==> src/rtl/mmcc_pkg.sv <==
// mmcc_pkg: shared types, constants and helper functions for the mesh mapping cost block
// no dependencies; imported by every module of the block

package mmcc_pkg;

    localparam int CoreW    = 6;
    localparam int RouterW  = 13;
    localparam int BwW      = 24;
    localparam int HopW     = 7;
    localparam int ProdW    = BwW + HopW;
    localparam int CostW    = 48;
    localparam int CfgIdxW  = 2;
    localparam int CfgDataW = 6;
    localparam int XyW      = 6;
    localparam int ZW       = 4;
    localparam int PlaneW   = 11;
    localparam int InDataW  = 56;
    localparam int OutDataW = 48;

    localparam logic [XyW-1:0] XyMax   = 6'd32;
    localparam logic [ZW-1:0]  ZMax    = 4'd8;
    localparam logic [XyW-1:0] XReset  = 6'd4;
    localparam logic [XyW-1:0] YReset  = 6'd4;
    localparam logic [ZW-1:0]  ZReset  = 4'd1;
    localparam logic [CostW-1:0] CostMax = {CostW{1'b1}};

    typedef enum logic [CfgIdxW-1:0] {
        CFG_X_SIZE = 2'd0,
        CFG_Y_SIZE = 2'd1,
        CFG_Z_SIZE = 2'd2
    } cfg_reg_t;

    typedef struct packed {
        logic [2:0] z;
        logic [4:0] y;
        logic [4:0] x;
    } coord_t;

    typedef enum logic [2:0] {
        MAP_IDLE,
        MAP_PLANE,
        MAP_CHECK,
        MAP_DIV_Z,
        MAP_DIV_Y,
        MAP_WRITE
    } map_state_t;

    typedef struct packed {
        logic busy;
        logic err_set;
    } map_stat_t;

    function automatic logic [XyW-1:0] clamp_xy(input logic [XyW-1:0] v);
        logic [XyW-1:0] r;
        if (v == '0)
            r = 6'd1;
        else if (v > XyMax)
            r = XyMax;
        else
            r = v;
        return r;
    endfunction

    function automatic logic [ZW-1:0] clamp_z(input logic [ZW-1:0] v);
        logic [ZW-1:0] r;
        if (v == '0)
            r = 4'd1;
        else if (v > ZMax)
            r = ZMax;
        else
            r = v;
        return r;
    endfunction

    function automatic logic [4:0] abs_diff5(input logic [4:0] a, input logic [4:0] b);
        logic [4:0] r;
        if (a > b)
            r = a - b;
        else
            r = b - a;
        return r;
    endfunction

endpackage

==> src/rtl/mmcc_coord_mem.sv <==
// mmcc_coord_mem: per-core router coordinate store, one write port, two registered read ports
// depends on mmcc_pkg for coord_t

module mmcc_coord_mem import mmcc_pkg::*;
#(
    parameter int  DEPTH = 64,
    localparam int AW    = $clog2(DEPTH)
)
(
    input  logic          clk,
    input  logic          wr_en,
    input  logic [AW-1:0] wr_addr,
    input  coord_t        wr_data,
    input  logic          rd_en,
    input  logic [AW-1:0] rd_addr_a,
    input  logic [AW-1:0] rd_addr_b,
    output coord_t        rd_data_a,
    output coord_t        rd_data_b
);

    coord_t mem [DEPTH];

    always_ff @(posedge clk)
    begin
        if (wr_en)
        begin
            mem[wr_addr] <= wr_data;
        end
    end

    always_ff @(posedge clk)
    begin
        if (rd_en)
        begin
            rd_data_a <= mem[rd_addr_a];
            rd_data_b <= mem[rd_addr_b];
        end
    end

endmodule

==> src/rtl/mmcc_mapper.sv <==
// mmcc_mapper: splits a router number into x, y, z with a bit-serial divider and writes the store
// depends on mmcc_pkg for coord_t, map_state_t and map_stat_t

module mmcc_mapper import mmcc_pkg::*;
#(
    parameter int  MAX_CORES = 64,
    localparam int AW        = $clog2(MAX_CORES)
)
(
    input  logic               clk,
    input  logic               rst_n,
    input  logic               start,
    input  logic [CoreW-1:0]   core_index,
    input  logic [RouterW-1:0] router_index,
    input  logic [XyW-1:0]     x_size,
    input  logic [XyW-1:0]     y_size,
    input  logic [ZW-1:0]      z_size,
    output map_stat_t          stat,
    output logic               wr_en,
    output logic [AW-1:0]      wr_addr,
    output coord_t             wr_data
);

    map_state_t         state_reg, state_next;
    logic [CoreW-1:0]   core_reg, core_next;
    logic [RouterW-1:0] rem_reg, rem_next;
    logic [RouterW-1:0] dv_reg, dv_next;
    logic [4:0]         q_reg, q_next;
    logic [2:0]         cnt_reg, cnt_next;
    logic [2:0]         z_reg, z_next;
    logic [PlaneW-1:0]  plane_reg, plane_next;
    coord_t             coord_reg, coord_next;

    logic [14:0]        limit;
    logic               ge;
    logic [RouterW-1:0] rem_step;
    logic               core_ok;

    assign limit    = {4'd0, plane_reg} * {11'd0, z_size};
    assign ge       = rem_reg >= dv_reg;
    assign rem_step = ge ? (rem_reg - dv_reg) : rem_reg;
    assign core_ok  = int'(core_reg) < MAX_CORES;

    always_ff @(posedge clk or negedge rst_n)
    begin
        if (!rst_n)
        begin
            state_reg <= MAP_IDLE;
        end
        else
        begin
            state_reg <= state_next;
        end
    end

    always_ff @(posedge clk)
    begin
        core_reg  <= core_next;
        rem_reg   <= rem_next;
        dv_reg    <= dv_next;
        q_reg     <= q_next;
        cnt_reg   <= cnt_next;
        z_reg     <= z_next;
        plane_reg <= plane_next;
        coord_reg <= coord_next;
    end

    always_comb
    begin
        state_next   = state_reg;
        core_next    = core_reg;
        rem_next     = rem_reg;
        dv_next      = dv_reg;
        q_next       = q_reg;
        cnt_next     = cnt_reg;
        z_next       = z_reg;
        plane_next   = plane_reg;
        coord_next   = coord_reg;
        stat.busy    = 1'b1;
        stat.err_set = 1'b0;
        wr_en        = 1'b0;
        case (state_reg)
            MAP_IDLE:
            begin
                stat.busy = 1'b0;
                if (start)
                begin
                    core_next  = core_index;
                    rem_next   = router_index;
                    state_next = MAP_PLANE;
                end
            end
            MAP_PLANE:
            begin
                plane_next = {5'd0, x_size} * {5'd0, y_size};
                state_next = MAP_CHECK;
            end
            MAP_CHECK:
            begin
                if ({2'd0, rem_reg} >= limit)
                begin
                    stat.err_set = 1'b1;
                    coord_next   = '0;
                    state_next   = MAP_WRITE;
                end
                else
                begin
                    dv_next    = {plane_reg, 2'b00};
                    cnt_next   = 3'd2;
                    q_next     = '0;
                    state_next = MAP_DIV_Z;
                end
            end
            MAP_DIV_Z:
            begin
                rem_next = rem_step;
                dv_next  = dv_reg >> 1;
                q_next   = {q_reg[3:0], ge};
                cnt_next = cnt_reg - 3'd1;
                if (cnt_reg == 3'd0)
                begin
                    z_next     = {q_reg[1:0], ge};
                    dv_next    = {3'd0, x_size, 4'd0};
                    q_next     = '0;
                    cnt_next   = 3'd4;
                    state_next = MAP_DIV_Y;
                end
            end
            MAP_DIV_Y:
            begin
                rem_next = rem_step;
                dv_next  = dv_reg >> 1;
                q_next   = {q_reg[3:0], ge};
                cnt_next = cnt_reg - 3'd1;
                if (cnt_reg == 3'd0)
                begin
                    coord_next.z = z_reg;
                    coord_next.y = {q_reg[3:0], ge};
                    coord_next.x = rem_step[4:0];
                    state_next   = MAP_WRITE;
                end
            end
            MAP_WRITE:
            begin
                wr_en      = core_ok;
                state_next = MAP_IDLE;
            end
            default:
            begin
                state_next = MAP_IDLE;
            end
        endcase
    end

    assign wr_addr = AW'(core_reg);
    assign wr_data = coord_reg;

endmodule

==> src/rtl/mmcc_cost_pipe.sv <==
// mmcc_cost_pipe: edge pipeline (hop distance, multiply, saturating add) and result register
// depends on mmcc_pkg for coord_t and widths

module mmcc_cost_pipe import mmcc_pkg::*;
(
    input  logic                clk,
    input  logic                rst_n,
    input  logic                edge_start,
    input  logic                src_ok,
    input  logic                dst_ok,
    input  logic [BwW-1:0]      bandwidth,
    input  logic                last_edge,
    input  coord_t              rd_data_a,
    input  coord_t              rd_data_b,
    input  logic                err_set,
    output logic                adv,
    output logic                pipe_empty,
    output logic                m_tvalid,
    input  logic                m_tready,
    output logic [OutDataW-1:0] m_tdata,
    output logic                m_tuser
);

    logic v1_reg, v2_reg, v3_reg;
    logic last1_reg, last2_reg, last3_reg;
    logic aok1_reg, bok1_reg;
    logic [BwW-1:0]   bw1_reg, bw2_reg;
    logic [HopW-1:0]  hops2_reg;
    logic [ProdW-1:0] prod3_reg;
    logic [CostW-1:0] cost_reg, cost_next;
    logic             err_reg, err_next;
    logic             out_valid_reg, out_valid_next;
    logic [CostW-1:0] out_cost_reg, out_cost_next;
    logic             out_err_reg, out_err_next;

    coord_t           ca, cb;
    logic [HopW-1:0]  hops;
    logic [ProdW-1:0] prod;
    logic [CostW:0]   sum;
    logic [CostW-1:0] sat;

    assign adv        = !out_valid_reg || m_tready;
    assign pipe_empty = !v1_reg && !v2_reg && !v3_reg;

    assign ca   = aok1_reg ? rd_data_a : '0;
    assign cb   = bok1_reg ? rd_data_b : '0;
    assign hops = HopW'(abs_diff5(ca.x, cb.x)) + HopW'(abs_diff5(ca.y, cb.y))
                + HopW'(abs_diff5({2'd0, ca.z}, {2'd0, cb.z}));
    assign prod = {HopW'(0), bw2_reg} * {BwW'(0), hops2_reg};
    assign sum  = {1'b0, cost_reg} + (CostW+1)'(prod3_reg);
    assign sat  = sum[CostW] ? CostMax : sum[CostW-1:0];

    always_ff @(posedge clk or negedge rst_n)
    begin
        if (!rst_n)
        begin
            v1_reg        <= 1'b0;
            v2_reg        <= 1'b0;
            v3_reg        <= 1'b0;
            out_valid_reg <= 1'b0;
            cost_reg      <= '0;
            err_reg       <= 1'b0;
        end
        else
        begin
            if (adv)
            begin
                v1_reg <= edge_start;
                v2_reg <= v1_reg;
                v3_reg <= v2_reg;
            end
            out_valid_reg <= out_valid_next;
            cost_reg      <= cost_next;
            err_reg       <= err_next;
        end
    end

    always_ff @(posedge clk)
    begin
        if (adv)
        begin
            bw1_reg   <= bandwidth;
            last1_reg <= last_edge;
            aok1_reg  <= src_ok;
            bok1_reg  <= dst_ok;
            bw2_reg   <= bw1_reg;
            last2_reg <= last1_reg;
            hops2_reg <= hops;
            prod3_reg <= prod;
            last3_reg <= last2_reg;
        end
        out_cost_reg <= out_cost_next;
        out_err_reg  <= out_err_next;
    end

    always_comb
    begin
        cost_next      = cost_reg;
        err_next       = err_reg | err_set;
        out_valid_next = out_valid_reg;
        out_cost_next  = out_cost_reg;
        out_err_next   = out_err_reg;
        if (adv)
        begin
            out_valid_next = 1'b0;
            if (v3_reg)
            begin
                if (last3_reg)
                begin
                    out_valid_next = 1'b1;
                    out_cost_next  = sat;
                    out_err_next   = err_reg;
                    cost_next      = '0;
                    err_next       = 1'b0;
                end
                else
                begin
                    cost_next = sat;
                end
            end
        end
    end

    assign m_tvalid = out_valid_reg;
    assign m_tdata  = out_cost_reg;
    assign m_tuser  = out_err_reg;

endmodule

==> src/rtl/mesh_mapping_comm_cost.sv <==
// mesh_mapping_comm_cost: communication cost of a core-to-router mapping on a 3D mesh
// depends on mmcc_pkg, mmcc_mapper, mmcc_coord_mem and mmcc_cost_pipe
//
// channel   direction  handshake                beat contents
// s_*       in         s_tvalid / s_tready      mapping write or edge
// m_*       out        m_tvalid / m_tready      total cost and error flag
// cfg_*     in         cfg_valid / cfg_ready    mesh size register write
//
// edge beats: one per cycle unless stalled, the last loading the result register once it has
// passed v1, v2 and v3; mapping beats wait for the edge pipeline to drain, then run the mapper's
// plane, check, bit-serial z and y divide and write states (divide skipped outside the mesh)
// edges stall while the result register holds an untaken beat or a mapping is running
// reset clears control, cost and error and sets the sizes to 4 x 4 x 1; the coordinate store is not cleared

module mesh_mapping_comm_cost import mmcc_pkg::*;
#(
    parameter int MAX_CORES = 64
)
(
    input  logic                clk,
    input  logic                rst_n,
    input  logic                s_tvalid,
    output logic                s_tready,
    input  logic [InDataW-1:0]  s_tdata,   // core_index, router_index, src_core, dst_core, bandwidth, pad
    input  logic                s_tuser,   // action
    input  logic                s_tlast,
    output logic                m_tvalid,
    input  logic                m_tready,
    output logic [OutDataW-1:0] m_tdata,   // total_cost
    output logic                m_tuser,   // placement_error
    input  logic                cfg_valid,
    output logic                cfg_ready,
    input  logic [CfgIdxW-1:0]  cfg_index,
    input  logic [CfgDataW-1:0] cfg_data
);

    localparam int AW = $clog2(MAX_CORES);

    logic [XyW-1:0] x_size_reg, y_size_reg;
    logic [ZW-1:0]  z_size_reg;

    logic [CoreW-1:0]   core_index, src_core, dst_core;
    logic [RouterW-1:0] router_index;
    logic [BwW-1:0]     bandwidth;

    map_stat_t     stat;
    logic          wr_en;
    logic [AW-1:0] wr_addr;
    coord_t        wr_data;
    coord_t        rd_data_a, rd_data_b;
    logic          adv, pipe_empty;
    logic          map_start, edge_start;

    assign core_index   = s_tdata[5:0];
    assign router_index = s_tdata[18:6];
    assign src_core     = s_tdata[24:19];
    assign dst_core     = s_tdata[30:25];
    assign bandwidth    = s_tdata[54:31];

    assign cfg_ready = 1'b1;

    always_ff @(posedge clk or negedge rst_n)
    begin
        if (!rst_n)
        begin
            x_size_reg <= XReset;
            y_size_reg <= YReset;
            z_size_reg <= ZReset;
        end
        else if (cfg_valid && cfg_ready)
        begin
            case (cfg_index)
                CFG_X_SIZE: x_size_reg <= cfg_data;
                CFG_Y_SIZE: y_size_reg <= cfg_data;
                CFG_Z_SIZE: z_size_reg <= cfg_data[ZW-1:0];
                default:    ;
            endcase
        end
    end

    assign s_tready   = !stat.busy && (s_tuser ? adv : pipe_empty);
    assign map_start  = s_tvalid && s_tready && !s_tuser;
    assign edge_start = s_tvalid && s_tready && s_tuser;

    mmcc_mapper #(.MAX_CORES(MAX_CORES)) u_mapper
    (
        .clk          (clk),
        .rst_n        (rst_n),
        .start        (map_start),
        .core_index   (core_index),
        .router_index (router_index),
        .x_size       (clamp_xy(x_size_reg)),
        .y_size       (clamp_xy(y_size_reg)),
        .z_size       (clamp_z(z_size_reg)),
        .stat         (stat),
        .wr_en        (wr_en),
        .wr_addr      (wr_addr),
        .wr_data      (wr_data)
    );

    mmcc_coord_mem #(.DEPTH(MAX_CORES)) u_mem
    (
        .clk       (clk),
        .wr_en     (wr_en),
        .wr_addr   (wr_addr),
        .wr_data   (wr_data),
        .rd_en     (adv),
        .rd_addr_a (AW'(src_core)),
        .rd_addr_b (AW'(dst_core)),
        .rd_data_a (rd_data_a),
        .rd_data_b (rd_data_b)
    );

    mmcc_cost_pipe u_pipe
    (
        .clk        (clk),
        .rst_n      (rst_n),
        .edge_start (edge_start),
        .src_ok     (int'(src_core) < MAX_CORES),
        .dst_ok     (int'(dst_core) < MAX_CORES),
        .bandwidth  (bandwidth),
        .last_edge  (s_tlast),
        .rd_data_a  (rd_data_a),
        .rd_data_b  (rd_data_b),
        .err_set    (stat.err_set),
        .adv        (adv),
        .pipe_empty (pipe_empty),
        .m_tvalid   (m_tvalid),
        .m_tready   (m_tready),
        .m_tdata    (m_tdata),
        .m_tuser    (m_tuser)
    );

endmodule

==> config.mk <==
export PLATFORM = sky130hd
export DESIGN_NAME = mesh_mapping_comm_cost
export DESIGN_NICKNAME = d
export VERILOG_FILES = /design/src/rtl/mmcc_pkg.sv /design/src/rtl/mmcc_coord_mem.sv /design/src/rtl/mmcc_mapper.sv /design/src/rtl/mmcc_cost_pipe.sv /design/src/rtl/mesh_mapping_comm_cost.sv
export SDC_FILE = /design/constraint.sdc
export NUM_CORES = 2
export LEC_CHECK = 0
export ABC_CLOCK_PERIOD_IN_PS = 7900
export BUFFER_PORTS_ARGS = -buffer_cell sky130_fd_sc_hd__buf_2
export CAP_MARGIN = 40
export CORE_MARGIN = 2
export CORE_UTILIZATION = 45
export CTS_CLUSTER_SIZE = 14
export DETAILED_ROUTE_END_ITERATION = 8
export PLACE_DENSITY = 0.61
export RECOVER_POWER = 50
export SKIP_LAST_GASP = 1
export SLEW_MARGIN = 25
export SYNTH_ARGS = -nofsm -noshare
export SYNTH_HDL_FRONTEND = slang
export SYNTH_SLANG_ARGS = --single-unit
==> constraint.sdc <==
create_clock -name clk -period 7.9 [get_ports clk]
set_clock_uncertainty 0.1 [all_clocks]
set_input_delay 1.58 -clock clk [delete_from_list [all_inputs] [get_ports clk]]
set_output_delay 1.58 -clock clk [all_outputs]
set_load 0.01 [all_outputs]
; Word-level counts from Yosys, hierarchy flattened
; Memory sizes are Yosys's and may differ from the RTL's. A register that Yosys moved wholly into a read port is not among the register bits.
; Index checks and enable logic that the tools add are counted.
[op_classes]
n_addsub = 11
multipliers = 3
div = 0
n_lt_le_gt_ge = 8
n_eq_ne = 13
shifts = 0
muxes = 42
bitwise = 1
reduce_logical = 34
[op_table]
columns = cell, n
row1 = $mux W48, 2
row2 = $mux W13, 5
row3 = $pmux W13 S2, 2
row4 = $add A48 B31 Y49, 1
row5 = $pmux W13 S3, 1
row6 = $mul A24 B7 Y31, 1
row7 = $mux W6, 4
row8 = $sub A5 B5 Y5, 4
row9 = $mux W3, 6
row10 = $mux W4, 4
row11 = $reduce_and A2 Y1, 8
row12 = $ge A13 B15 Y1, 1
row13 = $mul A11 B4 Y15, 1
row14 = $mux W5, 3
row15 = $pmux W3 S5, 1
row16 = $ge A13 B13 Y1, 1
row17 = $sub A13 B13 Y13, 1
row18 = $gt A6 B6 Y1 const B, 2
row19 = $logic_not A6 Y1, 2
row20 = $mux W12, 1
row21 = $pmux W4 S3, 1
row22 = $reduce_and A3 Y1, 4
row23 = $mul A6 B6 Y11, 1
row24 = $mux W1, 11
row25 = other kinds (25), 44
[totals]
register_bits = 276
latchBits = 0
ram_bits = 832
romBits = 0
in_bits = 71
output_inout_bits = 52
word_cells = 143
memories = 1
[mem_list]
columns = memory, depth, word_bits, rd, rd_ports_with_merged_regs, write_ports, line_no
row1 = u_mem.mem, 64, 13, 2, 2, 1, mmcc_coord_mem.sv:21  ; coord_t mem [DEPTH];

; Depth between registers and ports, before layout
[logic_depth]
depth_word = 11
mapped_depth = 21
ltp_nobuf = 20

; Modules after synthesis
; From an unflattened synthesis, not the netlist that was laid out.
[unflattened]
hier_cells = 4017
area_unflattened_um2 = 61599.1
[modules_own_cells]
columns = mod, instances, cells_each, area_each_um2, seq_area_each_um2
row1 = mmcc_coord_mem, 1, 1890, 39442.8, 25764.7
row2 = mmcc_cost_pipe, 1, 1463, 15258.4, 5530.3
row3 = mmcc_mapper, 1, 600, 6115.9, 2057.0
row4 = mesh_mapping_comm_cost, 1, 64, 782.0, 404.1

; Worst setup path before layout
; OpenSTA, ideal clock, no wires.
[synth_path]
path_kind = input -> register
startpoint = input m_tready
endpoint = register u_pipe.out_cost_reg[0], in the netlist u_pipe.m_tdata[0], enable pin
setup_time_ns = 0.435
t_arrival_ns = 7.367
t_required_ns = 7.365
slack_ns = -0.002
cell_stages = 7
path_buffers = 3
cell_sequence = nand2b_1 > clkbuf_1 > and2_1 > clkbuf_1 > nand2_1 > inv_1 > clkbuf_1
[synth_via]
elab_chain_len = 2
[synth_lines]
columns = item, line_no
row1 = "start, declared", mesh_mapping_comm_cost.sv:28  ; input logic m_tready,
row2 = $logic_or A1 B1 Y1, mmcc_cost_pipe.sv:42  ; assign adv = !out_valid_reg || m_tready;
row3 = $reduce_and A3 Y1 (no source line), --
row4 = "end signal, assigned", mmcc_cost_pipe.sv:92  ; out_cost_reg <= out_cost_next;
row5 = "end, declared", mmcc_cost_pipe.sv:33  ; logic [CostW-1:0] out_cost_reg, out_cost_next;
; Every way passes these cells.
; A chain may end at the register's enable or synchronous reset.

; Worst setup path in the final report
[layout_path]
startpoint = register u_pipe.hops2_reg[1]
endpoint = register u_pipe.prod3_reg[30], data pin
[layout_via]
elab_chain_len = 1
[layout_lines]
columns = item, line_no
row1 = "start, declared", mmcc_cost_pipe.sv:28  ; logic [HopW-1:0] hops2_reg;
row2 = "start signal, assigned", mmcc_cost_pipe.sv:88  ; hops2_reg <= hops;
row3 = $mul A24 B7 Y31, mmcc_cost_pipe.sv:49  ; assign prod = {HopW'(0), bw2_reg} * {BwW'(0), hops2_reg};
row4 = named net u_pipe.prod[30], mmcc_cost_pipe.sv:38  ; logic [ProdW-1:0] prod;
row5 = "end signal, assigned", mmcc_cost_pipe.sv:89  ; prod3_reg <= prod;
row6 = "end, declared", mmcc_cost_pipe.sv:29  ; logic [ProdW-1:0] prod3_reg;
; The timed path passes the listed nets, and every way through them passes these cells.

==> summary.txt <==
Horiz. Die Dim = 370 um
share of layout cells above drive strength 1 = 0.251
fill count = 11025
Synth Area in Simple Gates = 0.0577
Setup WS post-layout = 1.69 ns
row count = 134
cell count after synthesis = 3658
crit-path max FO = 19
wire length per cell = 27.2 um
GP Congestion = 0.859
CP arrival = 6.56 ns
final net count = 4250
Seq/Total Area, Yosys = 0.559
fmax = 161 MHz
part of the cycle the worst path needs = 0.787
Initial Util = 0.452
Pre-antenna DRT Iters = 5
top-area cell type share of the netlist area = 0.529
critical setup path kind = flip-flop to flip-flop
Largest register FFs = 832
max_cap viols = 17
most common cell after layout, fill and taps aside = edfxtp_1
vias in the first global route = 35224
Max Slew Vio Count = 989
largest net degree at the start of global routing = 101
final instance area = 0.0674 mm^2
core area = 0.133 mm^2
synthesized area per cell = 16.5 um^2
clk buf depth = 3
commonest non-fill, non-tap cells in the layout = edfxtp_1 (1062), mux4_2 (546), nand2_1 (279)
# DRC = 0
RSZ-0062 raised after global routing = false
Mapped Area = 0.0603 mm^2
Antenna Nets Post-Route = 0
Detailed Route Iter0 Violations = 3312
root buf cell = clkbuf_16
Syn. warnings = 0
clk sinks = 1134
gr ovfl total = 0
number of synthesized flops with an enable pin = 1062
peak supply drop = 0.000533 V
synth-to-layout area growth = 11.8%
DR top layer = met5
syn nets = 4063
Setup crit start kind = flip-flop
Worst-path clk slew = 0.06 ns
unique cell type count in the Yosys netlist = 90
Hold Buf Count CTS = 0
placed cell areas = 0.0634 mm^2
worst slack, placed = 1.96 ns
Setup TNS = 0 ns
IO Pins = 123
PD cells = 393 mW/mm^2
status = complete, but fails checks
R2R setup slack = 1.69 ns
main flop type after synthesis = edfxtp_1
postcts setup bufs = 0
clock latency on the worst-skew pair = 0.77 ns
Critical Path RT = 8.24 ns
FF+latch count, synth = 1134
die area = 0.137 mm^2
first-pass GRT wire length = 231 mm
dpl hpwl = 99.7 mm
CTS resizes = 0
Final Hold Vio Count = 0
CTS tree = done
mux contribution to synthesized area = 0.210
post-layout minimum cycle time = 6.21 ns
I/O Buffers = 120
Die H = 370 um
WL final = 155 mm
Hold WC Path Type = flip-flop to flip-flop
CTS buffer count = 119
compound-gate portion of the synthesized area = 0.0433
largest family of logic cells by synthesized area = multiplexers
post-synthesis adder-cell area fraction = 0.0885
Via-to-Cell Ratio = 5.99
Final setup violation count = 0
Rel. slew slack = -1.23
post-synthesis async set-or-reset flop share = 0.0635
initial antenna violation count = 12
Met2 Wirelength = 78.3 mm
Vias = 34314
LEAKAGE = 24.1 nW
Slew @ Worst Pin = 3.35 ns
failing checks = capacitance limit, slew limit
Met3 Routed Length = 10.5 mm
Yosys top cell by area = edfxtp_1
H-Tree Depth = 3
top post-synthesis cells by area = edfxtp_1 (53%), mux4_2 (20%), fa_1 (5.1%)
GR Util All Layers = 0.229
Synth Area in XOR/XNOR = 0.0147
CP Capture Type = flip-flop
Post-Route M1 WL = 61.3 mm
per-layer routing:
layer,global-route usage,up-vias
met5,0,-
met4,0.0743,14
met3,0.0372,299
met2,0.387,1210
met1,0.305,18000
li1,-,14791
Yosys cell counts (all sizes together), types with 5 or more instances:
cell,number
ha,180
mux4,546
a31oi,14
buf,63
edfxtp,1062
a211oi,10
nor3b,5
a21o,36
a222oi,5
nor2,160
nand2b,16
nor2b,36
nand3b,6
and3,24
o21ai,68
a21oi,104
inv,226
and4,7
xor2,34
o21bai,18
clkbuf,119
nand3,23
mux2i,8
a22o,31
or3,5
dfrtp,69
fa,154
or2,6
a221oi,6
xnor2,67
o31ai,9
o21a,21
a311oi,10
nor4,10
nand4,18
and2,99
nand2,280
nor3,21
mux2,26
power by group:
| part | internal, mW | switching (mW) | leakage, nW | total, mW |
|---|---|---|---|---|
| clock network | 3.28 | 2.43 | 1.96 | 5.72 |
| logic | 5.20 | 7.16 | 11.4 | 12.4 |
| registers | 8.01 | 0.376 | 10.8 | 8.39 |
| total | 16.5 | 9.96 | 24.1 | 26.5 |
kinds of logic after synthesis:
family	Yosys count
adder cells (fa/ha/maj)	334
XOR/XNOR	101
buffers and inverters	408
AND/OR/NAND/NOR	725
flip-flops	1134
other	1
AO/OA/AOI/OAI	375
multiplexers	580
critical path, stage by stage (launching register included):
cell      delay (ns)
edfxtp_1        0.48
clkbuf_1        0.76
nand2_1         0.21
fa_1            0.57
fa_1            0.54
inv_1           0.05
fa_1            0.50
fa_1            0.43
ha_1            0.36
a21o_1          0.19
a21oi_1         0.12
o21ai_0         0.10
a21oi_1         0.31
o311ai_1        0.14
buf_2           0.18
o311ai_1        0.41
a21oi_1         0.18
nor4_1          0.20
a311oi_1        0.08
area by class of cell:
cell class / instances / area [um^2] / share of cell area
well taps: 1768 / 2210 / 0.0328
flip-flops and latches: 1134 / 33700 / 0.500
diodes: 6 / 15.0 / 0.000223
clock inverters: 82 / 895 / 0.0133
multi-input cells: 2116 / 25000 / 0.371
clock buffers: 144 / 3120 / 0.0463
repair buffers: 248 / 1630 / 0.0241
inverters: 226 / 848 / 0.0126
metrics by stage:
step           power [mW]   util  hold slack, ns  cells
3_3_place_gp         20.7  0.475           0.302   5471
4_1_cts              26.7  0.506           0.313   5711
6_report             26.5  0.506           0.313   5724
5_1_grt              28.5  0.506           0.320   5719
2_1_floorplan        17.7      -           0.300   3658
3_5_place_dp         20.8  0.476           0.305   5485
final timing paths:
check                      cells after the start                    to                 from
min                                            0    u_pipe.bw2_reg[13]   u_pipe.bw1_reg[13]
min reg2reg                                    0    u_pipe.bw2_reg[13]   u_pipe.bw1_reg[13]
min in group asynchronous                      1   u_pipe.cost_reg[38]                rst_n
max reg2reg                                   18  u_pipe.prod3_reg[30]  u_pipe.hops2_reg[1]
max in group asynchronous                      2         z_size_reg[1]                rst_n
max                                           18  u_pipe.prod3_reg[30]  u_pipe.hops2_reg[1]
(Power assumes the default switching activity.)
